`config.mk`:
```
export PLATFORM = sky130hd
export DESIGN_NAME = vtdt_hash
export DESIGN_NICKNAME = d
export VERILOG_FILES = /design/src/hw/rtl/vtdt_pkg.sv /design/src/hw/rtl/vtdt_hash.sv
export SDC_FILE = /design/constraint.sdc
export NUM_CORES = 1
export LEC_CHECK = 0
export BUFFER_PORTS_ARGS = -buffer_cell sky130_fd_sc_hd__buf_2
export CORE_MARGIN = 5
export CORE_UTILIZATION = 35
export DETAILED_ROUTE_END_ITERATION = 16
export HOLD_SLACK_MARGIN = 0.05
export PLACE_DENSITY = 0.68
export REMOVE_ABC_BUFFERS = 1
export SYNTH_ARGS = -nofsm -noshare
export SYNTH_HDL_FRONTEND = slang
export SYNTH_SLANG_ARGS = --single-unit
```
`constraint.sdc`:
```
create_clock -name clk_i -period 9.44 [get_ports clk_i]
set_clock_uncertainty 0.15 [all_clocks]
set_input_delay 0.944 -clock clk_i [delete_from_list [all_inputs] [get_ports clk_i]]
set_output_delay 0.944 -clock clk_i [all_outputs]
set_load 0.05 [all_outputs]
```
`src/hw/rtl/vtdt_pkg.sv`:
```
`default_nettype none

package vtdt_pkg;

  // Defaults for the top level parameters
  localparam int unsigned TABLE_DEPTH_DEF = 4096;
  localparam int unsigned INDEX_BITS_DEF  = 24;

  // Result vertex index width (reported modulo 2**VERTEX_W)
  localparam int unsigned VERTEX_W = 11;

  // Key bytes hashed per triplet: three 32-bit little-endian words
  localparam int unsigned KEY_BYTES = 12;

  // 64-bit FNV-1a constants; the hash unit uses only the low table-index bits
  localparam logic [63:0] FNV_BASIS = 64'hcbf2_9ce4_8422_2325;
  localparam logic [63:0] FNV_PRIME = 64'h0000_0100_0000_01b3;

  typedef enum logic [2:0] {
    ST_CLEAR,
    ST_IDLE,
    ST_HASH,
    ST_PROBE,
    ST_EMIT
  } vtdt_state_e;

endpackage

`default_nettype wire

```
`src/hw/rtl/vtdt_hash.sv`:
```
`default_nettype none

module vtdt_hash
  import vtdt_pkg::*;
#(
  parameter int unsigned TABLE_DEPTH = TABLE_DEPTH_DEF,
  parameter int unsigned INDEX_BITS  = INDEX_BITS_DEF
) (
  input  wire logic                           clk_i,
  input  wire logic                           rst_ni,
  input  wire logic                           start_i,
  input  wire logic [INDEX_BITS-1:0]          pos_i,
  input  wire logic [INDEX_BITS-1:0]          tex_i,
  input  wire logic [INDEX_BITS-1:0]          nrm_i,
  output logic                                done_o,
  output logic      [$clog2(TABLE_DEPTH)-1:0] hash_o
);

  localparam int unsigned HW    = $clog2(TABLE_DEPTH);
  localparam int unsigned CNT_W = $clog2(KEY_BYTES);
  localparam logic [HW-1:0] BASIS_LO = FNV_BASIS[HW-1:0];
  localparam logic [HW-1:0] PRIME_LO = FNV_PRIME[HW-1:0];

  logic [CNT_W-1:0]        cnt_q, cnt_d;
  logic                    busy_q, busy_d;
  logic                    done_q, done_d;
  logic [HW-1:0]           h_q, h_d;
  logic [INDEX_BITS+31:0]  word_wide;
  logic [31:0]             word;
  logic [31:0]             word_sh;
  logic [7:0]              key_byte;
  logic [HW+7:0]           mix_wide;
  logic [HW-1:0]           mix;
  logic [2*HW-1:0]         prod;

  // Byte cnt: word cnt[3:2], byte lane cnt[1:0] (little-endian)
  always_comb begin
    unique case (cnt_q[CNT_W-1:2])
      2'd0:    word_wide = {32'b0, pos_i};
      2'd1:    word_wide = {32'b0, tex_i};
      2'd2:    word_wide = {32'b0, nrm_i};
      default: word_wide = '0;
    endcase
  end

  assign word     = word_wide[31:0];
  assign word_sh  = word >> {cnt_q[1:0], 3'b000};
  assign key_byte = word_sh[7:0];
  assign mix_wide = {8'b0, h_q} ^ {{HW{1'b0}}, key_byte};
  assign mix      = mix_wide[HW-1:0];
  assign prod     = mix * PRIME_LO;

  always_comb begin
    cnt_d  = cnt_q;
    busy_d = busy_q;
    done_d = 1'b0;
    h_d    = h_q;
    if (start_i) begin
      cnt_d  = '0;
      busy_d = 1'b1;
      h_d    = BASIS_LO;
    end else if (busy_q) begin
      h_d   = prod[HW-1:0];
      cnt_d = cnt_q + 1'b1;
      if (cnt_q == CNT_W'(KEY_BYTES - 1)) begin
        busy_d = 1'b0;
        done_d = 1'b1;
      end
    end
  end

  always_ff @(posedge clk_i or negedge rst_ni) begin
    if (!rst_ni) begin
      cnt_q  <= '0;
      busy_q <= 1'b0;
      done_q <= 1'b0;
    end else begin
      cnt_q  <= cnt_d;
      busy_q <= busy_d;
      done_q <= done_d;
    end
  end

  always_ff @(posedge clk_i) begin
    h_q <= h_d;
  end

  assign done_o = done_q;
  assign hash_o = h_q;

endmodule

`default_nettype wire

```
* Word level (Yosys, flattened, before mapping)
Cells that the tools add are included.
Storage, ports and cells: flip-flop bits (word level) 18, output and inout bits 13, word-level logic and storage cells 22
Cells by class: $add $sub $neg 1, $mul 1, equality and inequality tests 3, shifts and indexed selects 1, muxes and demuxes 9, bitwise logic cells 1, reductions and logical operators 2
Operators with widths (number):
- $pmux 24 s3 | 1
- $shr 32x5->8 | 1
- $mul 12x9->12 const B | 1
- $xor 12x8->12 | 1
- $mux 4 | 2
- $mux 1 | 6
- $add 4x1->4 const B | 1
- $eq 4x4->1 const B | 1
- $eq 2x1->1 const B | 1
- $eq 2x2->1 const B | 1
- $logic_not 2->1 | 1
- $reduce_bool 2->1 | 1

* Logic depth before layout (Yosys ltp)
word-level depth 5, depth in mapped cells 21

* Least setup slack after synthesis
Ideal clock, no wire load.
path kind input -> register, from input port tex_i[0], to register h_q[11] (netlist: hash_o[11]), library setup time 0.079 ns, arrival 4.744 ns, data required time 9.211 ns, setup slack 4.467 ns, stages on the path 17, buffers on the path 0, cells stage by stage mux2_1 -> a221oi_1 -> o22ai_1 -> nand3_1 -> xnor2_1 -> ha_1 -> inv_1 -> fa_1 -> fa_1 -> fa_1 -> inv_1 -> ha_1 -> nor3_1 -> o21ai_0 -> a31oi_2 -> xnor2_1 -> a211oi_2
On the way: cells in the longest elaborated chain, start to end 4
Ends and longest elaborated chain:
- start, declared | line vtdt_hash.sv:13 | input wire logic [INDEX_BITS-1:0] tex_i,
- $pmux 24 s3 | line vtdt_hash.sv:38 | unique case (cnt_q[CNT_W-1:2])
- $shr 32x5->8 | line vtdt_hash.sv:47 | assign word_sh = word >> {cnt_q[1:0], 3'b000};
- $xor 12x8->12 | line vtdt_hash.sv:49 | assign mix_wide = {8'b0, h_q} ^ {{HW{1'b0}}, key_byte};
- via mix_wide[0] | line vtdt_hash.sv:32 | logic [HW+7:0] mix_wide;
- $mul 12x9->12 | line vtdt_hash.sv:51 | assign prod = mix * PRIME_LO;
- end signal, assigned | line vtdt_hash.sv:85 | h_q <= h_d;
- end, declared | line vtdt_hash.sv:27 | logic [HW-1:0] h_q, h_d;
The timed path passes the listed nets, and every way through them passes these cells. A chain may end at the register's enable or synchronous reset.

* Final worst setup path
from register cnt_q[2], to register h_q[11] (netlist: hash_o[11])
On the way: cells in the longest elaborated chain, start to end 5, elaborated cells on any way between the ends 7
Ends and longest elaborated chain:
- start, declared | line vtdt_hash.sv:24 | logic [CNT_W-1:0] cnt_q, cnt_d;
- start signal, assigned | line vtdt_hash.sv:78 | cnt_q <= cnt_d;
- $eq 2x2->1 (tied with other cells) | line vtdt_hash.sv:38
- $pmux 24 s3 (*) | line vtdt_hash.sv:38
- $shr 32x5->8 (*) | line vtdt_hash.sv:47
- $xor 12x8->12 (*) | line vtdt_hash.sv:49
- via mix_wide[0] | line vtdt_hash.sv:32
- $mul 12x9->12 (*) | line vtdt_hash.sv:51
The timed path passes the listed nets; every way through them passes the cells marked *.

==> reports/results.ini <==
[run_status]
status=finished clean

[detailed_routing]
drc=0
vias=2410
dr.pass1.iters=4
antenna_left=0
avgRoutedWirePerCell_um=14.7
route.final.wire_length_um=7000
dr.first_iter.drc_count=117
vias_per_cell=5.05

[synth]
netlist_instances=308
yosys-top-cells-area=ha_1 (15%), fa_1 (13%), dfxtp_1 (9.2%), xnor2_1 (7.0%), inv_1 (6.2%)
async_flop_share_pct=33.3
yosysTopAreaCell=ha_1
yosysTopAreaCellShare_pct=14.9
synthesis.area_sq_um=2610
synthFlopType=dfxtp_1
synth_seq_cells=18
yosysSeqAreaShare_pct=14.9
ys_types=49
syn_area_per_cell_sq_um=8.48
synth_edf_count=0
synth_warnings=0

[clock_tree]
clock-sinks=18
ctsHtreeMaxLevel=1
cts_max_path_buffers=2
post_cts_resized=0
cts_root_buf=clkbuf_8
clk_latency_ps=280
hold_buffers=0
cts_tree=done
clk_pin_slew_ps=90
cts_made_buffers=3
post_cts_buffers=0

[sta]
max_slew_margin_pct=35.1
fmax_mhz=177
period_needed_ps=5660
layout_worst_path_cycle_share_pct=59.9
finalSetupViolCount=0
worst_pin_slew_ps=973
rsz0062_at_grt=false
setup_tns_ps=0
slew_violations=0
final_hold_viol_count=0
finalWorstSetupSlack_ps=3780

[worst_setup_path]
rrSetupSlack_ps=3780
worstSetupPathType=reg2reg
startpoint_type=register
cp.arrival_ps=5710
critPathMostFrequentCell=fa_1
cp_max_fo=30
end_kind=register
cpLargestDelayFamily=adder cells
cp_num_buf_inv=2
worstPathRequired_ps=9490
slowest_delay_ps=750
cp_slowest_cell=nor2b_1
cp_cell_sequence=nor2b_1 > a221oi_1 > o22ai_1 > nand3_1 > xnor2_1 > ha_1 > inv_1 > fa_1 > fa_1 > fa_1 > inv_1 > ha_1 > nor3_1 > o21ai_0 > a31oi_2 > xnor2_1 > a211oi_2

[global_route]
first_global_vias=2432
grt-ovfl-total=0
grt_max_degree=31
grt_pass1_wl_um=11500
antenna_found_initial=0
track_usage_pct=15.6

[cells_and_area]
antennaDiodeCount=0
nNetsFinal=502
area_growth_pct=19.6
drive_gt1_share_pct=26.7
stdcell_count=477
final_core_util_pct=43.1
final_common_cell=buf_2
mostFrequentLayoutCells=buf_2 (87), inv_1 (43), ha_1 (31)

[job]
drv_cap=0

[place]
post-place-ws_ps=3810
port_buffers=87
dpl.hpwl_um=5780
dpl.cell_count=473
place_congestion=0.878

[die]
start_util_pct=36.0
core_sq_um=7250
num_rows=31
fp.dieH_um=96.4
dieArea_sq_um=9290
io_pins=88
die_w_um=96.4

[min_path]
hold_class=in2async

flip-flops by register name (all words and copies together), names as in the netlist:
signal and flops:
cnt_q 4, busy_q 1, hash_o 12, done_o 1
layout make-up:
| type | count | area, sq um |
|---|---|---|
| fill | 748 | 4130 |
| multi-input combinational | 225 | 1950 |
| timing repair buffer | 87 | 435 |
| sequential | 18 | 390 |
| inverter | 44 | 165 |
| tap | 99 | 124 |
| clock buffer | 4 | 55.1 |
per-layer routing:
metal,global-route usage [%],vias up,routed length [um]
met5,0,-,0
met2,28.2,55,3600
met4,4.44,0,162
li1,-,1190,-
met3,1.55,13,240
met1,19.6,1152,3000
worst paths after layout:
kind / start / end / cells past startpoint
max in group asynchronous: rst_ni / busy_q / 1
min in group clk_i: hash_o[1] / hash_o[1] / 2
min: rst_ni / cnt_q[0] / 1
min reg2reg: hash_o[1] / hash_o[1] / 2
max reg2reg: cnt_q[2] / hash_o[11] / 17
max: cnt_q[2] / hash_o[11] / 17
logic make-up after synthesis:
kind of cell | count (synthesis) | share of synthesized area (%)
buffers and inverters | 65 | 10.3
multiplexers | 23 | 9.34
flip-flops | 18 | 14.9
XOR/XNOR | 23 | 8.24
AND/OR/NAND/NOR | 62 | 12.4
adder cells (fa/ha/maj) | 48 | 27.9
AO/OA/AOI/OAI | 69 | 16.9
Yosys cell counts (all sizes together) (2+ instances only):
library cell,number
a21o,3
nand4,2
buf,13
or2,3
mux2,11
dfxtp,12
a21oi,17
xnor2,21
o221ai,2
a211oi,2
o211ai,2
inv,44
nand2,16
dfrtp,6
o22ai,8
and3b,5
clkbuf,8
o21ai,19
fa,17
a211o,2
nand2b,4
mux2i,12
ha,31
nor2,16
nor2b,6
a31oi,3
o22a,2
o2111ai,4
nor3b,3
nand3,3
metrics by stage:
step           area (sq um)  hold slack (ps)
2_1_floorplan          2510              498
3_3_place_gp           3070              379
3_5_place_dp           3070              395
4_1_cts                3120              337
5_1_grt                3120              343
6_report               3120              341
Power is not shown: default switching activity piles up to over one toggle a cycle in this logic, so the estimate is an artifact.
