### src/hw/rtl/vtdt_ram.sv
`default_nettype none

module vtdt_ram #(
  parameter int unsigned WIDTH = 8,
  parameter int unsigned DEPTH = 16
) (
  input  wire logic                     clk_i,
  input  wire logic                     we_i,
  input  wire logic [$clog2(DEPTH)-1:0] waddr_i,
  input  wire logic [WIDTH-1:0]         wdata_i,
  input  wire logic [$clog2(DEPTH)-1:0] raddr_i,
  output logic      [WIDTH-1:0]         rdata_o
);

  logic [WIDTH-1:0] mem [DEPTH];
  logic [WIDTH-1:0] rdata_q;

  always_ff @(posedge clk_i) begin
    if (we_i) begin
      mem[waddr_i] <= wdata_i;
    end
    rdata_q <= mem[raddr_i];
  end

  assign rdata_o = rdata_q;

endmodule

`default_nettype wire

### config.mk
export PLATFORM = sky130hd
export DESIGN_NAME = vtdt_ram
export DESIGN_NICKNAME = d
export VERILOG_FILES = /design/src/hw/rtl/vtdt_ram.sv
export SDC_FILE = /design/constraint.sdc
export NUM_CORES = 1
export LEC_CHECK = 0
export BUFFER_PORTS_ARGS = -buffer_cell sky130_fd_sc_hd__buf_2
export CAP_MARGIN = 20
export CORE_MARGIN = 8
export CORE_UTILIZATION = 54
export CTS_CLUSTER_DIAMETER = 50
export DETAILED_ROUTE_END_ITERATION = 8
export GPL_TIMING_DRIVEN = 0
export PLACE_DENSITY = 0.84
export REMOVE_ABC_BUFFERS = 1
export SYNTH_ARGS = -nofsm -noshare
export SYNTH_HDL_FRONTEND = slang
export SYNTH_SLANG_ARGS = --single-unit
### constraint.sdc
create_clock -name clk_i -period 1.43 [get_ports clk_i]
set_input_delay 0.0715 -clock clk_i [delete_from_list [all_inputs] [get_ports clk_i]]
set_output_delay 0.0715 -clock clk_i [all_outputs]
set_load 0.03 [all_outputs]
Word-level counts from Yosys, hierarchy flattened
Memory sizes are Yosys's and may differ from the RTL's. A register that Yosys moved wholly into a read port is not among the register bits.
Cells that the tools add are included.
{ "word_totals": {"regBits": 0, "ram_bits": 128, "inputBits": 18, "output_inout_bits": 8, "word_cells": 3, "memories": 1} }
{ "op_classes": {"muxes": 2} }
{ "memory_table": {"columns": ["name", "depth", "word_bits", "read_ports", "rd_ports_with_merged_regs", "write_ports", "line", "source"], "rows": [
  ["mem", 16, 8, 1, 1, 1, "15", "logic [WIDTH-1:0] mem [DEPTH];"]
]} }
{ "ops": {"columns": ["cell", "n"], "rows": [
  ["$mux 1", 2]
]} }

Longest topological paths before layout
Gate-level depths: netlist (run 1).
{ "depth": {"depth_word": 2, "ltp_mapped": 5, "mapped_depth_nobuf": 3} }

Worst setup path before layout (run 1)
Ideal clock, no wire load.
{ "synth_path": {"path_kind": "input-to-reg", "startpoint": "in waddr_i[2]", "endpoint": "mem mem[0][0] (enable)", "setup_ns": 0.383, "arrival_ns": 1.181, "required_ns": 1.047, "path_slack_ns": -0.134, "cell_stages": 2, "cell_sequence": "or3b_2 -> nor3_1"} }
{ "synth_lines": {"columns": ["element", "line", "source"], "rows": [
  ["from (decl)", "9", "input wire logic [$clog2(DEPTH)-1:0] waddr_i,"],
  ["to (decl)", "15", null]
]} }
Straight into the memory's write port.

==> results of run 1 <==
logic make-up after synthesis:
| group | after synthesis | synth area share, % |
|---|---|---|
| DFF | 136 | 77.8 |
| muxes | 32 | 15.0 |
| buffers and inverters | 10 | 1.68 |
| and+or+nand+nor | 35 | 3.18 |
| AOI/OAI and AO/OA | 16 | 2.33 |
power by group through the flow:
stage          sequential [mW]  clock [mW]  combinational (mW)
6_report                  4.48        4.27               0.479
5_1_grt                   4.48        4.50               0.512
3_5_place_dp              4.56           0               0.443
4_1_cts                   4.48        4.32               0.468
3_3_place_gp              4.55           0               0.424
2_1_floorplan             4.61           0               0.179
sequential cells by signal, summed over array words and instances (netlist names):
signal and count:
mem 128, rdata_o 8
how the worst max path moves through the flow:
stage                     startpoint          to  slack [ns]  depth (start not counted)
after floorplan           waddr_i[2]   mem[0][0]       -0.13                          2
after global placement    waddr_i[2]   mem[0][6]       -0.75                          3
after detailed placement  raddr_i[0]  rdata_o[1]       -0.75                          4
after CTS                  mem[9][2]  rdata_o[2]       0.003                          3
after global routing       mem[9][1]  rdata_o[1]       0.009                          3
final                      mem[9][3]  rdata_o[3]        0.05                          3
cells in the final DEF, fill, tap and decap left out, drive strengths merged:
cell type | Yosys | layout
dfxtp | 8 | 8
edfxtp | 128 | 128
nor3 | 4 | 4
clkinvlp | 0 | 3
nand2 | 9 | 9
nand3b | 2 | 2
and2b | 1 | 1
bufinv | 0 | 3
clkinv | 0 | 7
and2 | 1 | 1
mux4 | 32 | 32
nand2b | 2 | 2
nor2 | 13 | 13
or3b | 1 | 1
a22oi | 16 | 16
nand3 | 1 | 1
buf | 7 | 29
nor2b | 1 | 1
clkbuf | 0 | 17
dlygate4sd3 | 0 | 12
inv | 0 | 2
worst max-delay path, delay by kind of cell (launching register included):
family,cells,cell delay (ns)
AOI/OAI and AO/OA,1,0.20
muxes,1,0.55
and+or+nand+nor,1,0.13
DFF,1,0.37
area by class of cell:
cell class                      instances  area share, %
Clock buffer                           17           6.76
Clock inverter                         15           2.88
Multi-Input combinational cell         83           17.8
Sequential cell                       136           65.4
Tap cell                              129           2.64
Timing Repair Buffer                   41           4.50
metal layers:
metal	vias to the layer above	routed length, um	GRT usage, %
li1	1079	-	-
met1	1255	3990	19.8
met2	88	4850	24.9
met3	8	625	5.71
met4	0	64	5.86
met5	-	0	0
repair_timing:
action / 4_1_cts / 5_1_grt
hold endpoints to repair: 136 / 4
endpoints found under the setup margin: 8 / 13
hold buffers: 10 / 2
pin swaps: 0 / 1
buffers inserted: 0 / 0
gates resized for setup: 2 / 6
==> results.md, run 1 <==
* Status: finished, final reports clean
* Final slew viol count at 0
* Port bufs at 25
* Final WL at 9.53 mm
* Ports at 26
* Deepest clock path buffer count at 2
* Max H-tree Level at 4
* PwrDens at 1510 nW/um2
* DR vias at 2430
* EDFF count, synth at approximately 130
* Finished Cell Area at 6120 um2
* Top_reg_cell synth: edfxtp_1
* Footprint of the multi-input gates at 1090 um2
* CP max-delay cell: mux4_1
* Starting DRT DRC Count at 189
* Slew @ Worst Pin at between 0.9 and 1 ns
* Die Y at 114 um
* Global Route Usage Sum at 15.8%
* PnR Total Power at just over 9 mW
* Leading cell types by total area after synthesis: edfxtp_1 75%, mux4_2 7.9%, mux4_1 7.1%, dfxtp_1 3.1%, a22oi_1 2.3%
* Reg clk slew, reported paths at 0.06 ns
* Area Growth Syn to Fin at 19.0%
* LEAKAGE at ~2 nW
* Vias in the first global route at 2586
* Crit path cell chain: mux4_1 -> a22oi_1 -> nand2_1
* Hold slack at 0.103 ns
* Ant. Diodes at 0
* Switching power at 1.93 mW
* Final Hold Fails at 0
* FFs w/ async S/R, synth at 0%
* Post-synth top area cell: edfxtp_1
* Seq pwr share at 48.5%
* Count leader, synth: edfxtp_1
* Arrival @ worst endpoint at 1.76 ns
* Capturing point of the worst reg2reg path: rdata_o[3]
* Mapped Cells at ~230
* Min-delay src: waddr_i[3]
* Initial Util at a little under three fifths
* First-pass GRT wire length at 14.5 mm
* FF+latch area at approximately 4000 um2
* Syn_area_per_cell at 22.5 um2
* Worst setup path class: reg -> reg
* Non-filler cells, final at ~420
* Clock Skew at 0.00725 ns
* Hold Path End: mem[0][2]
* Via-to-Cell Ratio at ~5.8
* Final RePlAce weighted congestion at approximately 0.69
* Setup TNS at 0 ns
* Ys Warns at 0
* Relative slew slack at approximately two fifths
* Detail Placement HPWL at 5.75 mm
* Switch share at about a fifth
* Reg2Reg Depth at 3
* Worst Path Max Fanout at 1
* Drc violations at 0
* Internal power at 7.30 mW
* Hold depth at 3
* Fillers at 603
* Antenna violations before repair at 0
* Worst hold path type: in -> reg
* Post-layout minimum cycle time at ~1.4 ns
* CTS buffer count at 17
* Register area share after synthesis at 77.8%
* Mapped cell area at 5150 um2
* Fmax at 0.723 GHz
* Full die area at 12900 um2
* Synth top cells by count: 128 x edfxtp_1, 18 x mux4_2, 16 x a22oi_1
* Wirelength per Cell at roughly 23 um
* Clock latency on the worst-skew pair at 0.52 ns
* Largest net degree at the start of global routing at 33
* Layout cells sized above 1 at 29.8%
* Area after DPL at 5380 um2
* Register bit total from synthesis at 136
* Post-synthesis cell type count at 19
* Die width at roughly 110 um
* Final WS setup at 0.0476 ns
* Final worst path period share at 96.7%
* Inst Count DP at 377
* MaxCap Viol Count at 0
* Clock power frac at a little under half
* Unrepaired setup endpoints after global routing: false
* Drt first pass iters at 4
* Layout Nets at 297
* R2r startpoint: mem[9][3]
* Worst slack, placed at -0.748 ns
* R2r setup slk at 0.05 ns
* CTS Root Cell: clkbuf_8
* Number of clock sinks at 136
* Critical Path End Type: flop
* Required @ worst endpoint at 1.80 ns
* Core area at 9240 um2
* Final core occ at 66.3%
* CP Launch Type: flop
* Peak supply drop at 1.17 mV
* Grt total ovfl at 0
* Final setup violation count at 0
* Synth top area share at 74.7%
* TritonCTS clock tree: built
* Power share of the combinational group at 5.2%
* Rows at 35
* DRT antenna net count at 0
* Crit path largest cell delay at approximately 0.55 ns
No activity file was read; power rests on OpenSTA's default activity.
==> run 2: changes to the inputs <==
Settings changed: CORE_UTILIZATION 54 to 60, PLACE_DENSITY 0.84 to 0.88.
Clock period 1.43 ns to 1.5 ns, I/O delays scaled along.
==> results.md, run 2 (synthesis results as in run 1) <==
* Status: finished, final reports clean
* Worst setup path class: in -> reg
* Max H-tree Level at 4 (unchanged)
* MaxCap Viol Count at 0 (unchanged)
* Final worst path period share at 97.5%
* Largest register FFs at 128 (unchanged)
* Footprint of the multi-input gates at 1060 um2 (-2.7%)
* LEAKAGE at 2.07 nW (+0.60%)
* Most flops, register: mem
* Port bufs at 25 (unchanged)
* Post-CTS Setup Inserts at 0 (unchanged)
* Reg clk slew, reported paths at 0.06 ns (about the same)
* Switching power at 1.80 mW (-6.8%)
* DR vias at 2521 (+3.7%)
* Peak supply drop at 1.38 mV (+18%)
* Commonest cells after routing, fill and taps aside: 128 x edfxtp_1, 28 x buf_2, 18 x mux4_2, 16 x clkbuf_16, 15 x a22oi_1
* Ant. Diodes at 0 (unchanged)
* Die width at 109 um (-4.4%)
* First-pass GRT wire length at 15.4 mm (+6.8%)
* Layout Nets at 295 (-0.67%)
* Inst Count DP at 353 (-6.4%)
* Detail Placement HPWL at 6.04 mm (+5.2%)
* CP Launch Type: input pin
* Power share of the combinational group at 4.8% (-0.4 points)
* Relative slew slack at 37.1% (-1.7 points)
* Required @ worst endpoint at 1.72 ns (-0.08 ns)
* Die Y at 109 um (-4.4%)
* Deepest clock path buffer count at 2 (unchanged)
* Largest net degree at the start of global routing at 33 (unchanged)
* Final Hold Fails at 0 (unchanged)
* Drc violations at 0 (unchanged)
* Full die area at 11800 um2 (-8.6%)
* FF+latch area at 4000 um2 (unchanged)
* Vias in the first global route at 2559 (-1.0%)
* Internal power at 7.45 mW (+2.0%)
* Unrepaired setup endpoints after global routing: false
* TritonCTS clock tree: built
* Initial Util at 62.3% (+6.6 points)
* Layout cells sized above 1 at 26.9% (-2.9 points)
* Fillers at 451 (-25%)
* Clock Skew at 0.00583 ns (-0.00141 ns)
* Worst hold path type: in -> reg
* Ports at 26 (unchanged)
* Commonest non-fill, non-tap cell in the layout: edfxtp_1
* Final slew viol count at 0 (unchanged)
* Rows at 33 (-5.7%)
* Final setup violation count at 0 (unchanged)
* Final RePlAce weighted congestion at 0.744 (+8.1%)
* Critical Path End Type: flop
* DRT antenna net count at 0 (unchanged)
* PwrDens at 1520 nW/um2 (+0.67%)
* Seq pwr share at 46.2% (-2.3 points)
* Global Route Usage Sum at 18.8% (+2.9 points)
* Drt first pass iters at 5 (+1)
* Non-filler cells, final at 395 (-6.2%)
* Arrival @ worst endpoint at 1.69 ns (-0.07 ns)
* Wirelength per Cell at 25.8 um (+14%)
* Switch share at 19.4% (-1.5 points)
* Starting DRT DRC Count at 279 (+48%)
* Number of clock sinks at 136 (unchanged)
* Grt total ovfl at 0 (unchanged)
* Fmax at about 0.7 GHz
* Clock power frac at 48.9% (+2.6 points)
* Slew @ Worst Pin at 0.940 ns (+0.0253 ns)
* Post-layout minimum cycle time at 1.46 ns
* Antenna violations before repair at 0 (unchanged)
* CTS Root Cell: clkbuf_8
* Worst Path Max Fanout at 5 (+4)
* Clock latency on the worst-skew pair at 0.52 ns (about the same)
* Hold slack at 0.142 ns (+0.0385 ns)
* Via-to-Cell Ratio at 6.38 (+11%)
* Core area at 8260 um2 (-11%)
* Final WL at 10.2 mm (+6.9%)
* CTS buffer count at 17 (unchanged)
* Area Growth Syn to Fin at 18.4%
run 2: metrics by stage:
stage                     setup slack, ns  util (%)  cell area [um2]  setup TNS, ns  power, mW
after floorplan                   -0.0679         -             5060         -0.543       4.57
after global placement             -0.719      64.4             5320         -23.37       4.74
after detailed placement           -0.591      64.6             5340         -14.44       4.77
after CTS                          0.0526      73.7             6090              0       9.27
after global routing               0.0141      73.8             6090              0       9.48
final                              0.0376      73.8             6090              0       9.24
run 2: path summary, 6_finish.rpt:
| check | from | endpoint | slack, ns | cells past startpoint |
|---|---|---|---|---|
| setup reg to reg | mem[1][0] | rdata_o[0] | 0.09 | 3 |
| hold / removal | waddr_i[2] | mem[12][0] | 0.14 | 3 |
| hold reg to reg | mem[11][1] | rdata_o[1] | 0.68 | 3 |
| setup / recovery | waddr_i[1] | mem[0][4] | 0.04 | 4 |
run 2: repair_timing:
action,in CTS,in global routing
hold buffers,10,0
setup endpoints to repair,3,1
endpoints found under the hold margin,137,0
gates resized for setup,1,1
cloned,0,0
run 2: cell type report:
type | instances | area share, %
well taps | 105 | 2.16
clock buffers | 19 | 6.92
repair buffers | 39 | 4.07
clock inverters | 13 | 3.72
multi-input cells | 83 | 17.4
flip-flops and latches | 136 | 65.7
run 2: routing by layer:
layer	up-vias	GRT usage [%]	share of wire, %
met4	0	9.19	2.1
met2	143	29.5	51
met3	19	5.07	7.5
met5	-	0	0
met1	1287	23.9	39
li1	1072	-	-
run 2: critical path: stages:
cell,delay (ns)
buf_2,0.12
dlygate4sd3_1,0.62
nor3_1,0.56
buf_2,0.31
run 2: power groups by stage:
| stage | logic [mW] | clock network, mW | registers [mW] |
|---|---|---|---|
| after CTS | 0.445 | 4.55 | 4.28 |
| after detailed placement | 0.416 | 0 | 4.35 |
| after global routing | 0.474 | 4.72 | 4.28 |
| after global placement | 0.399 | 0 | 4.34 |
| after floorplan | 0.170 | 0 | 4.40 |
| final | 0.446 | 4.52 | 4.27 |
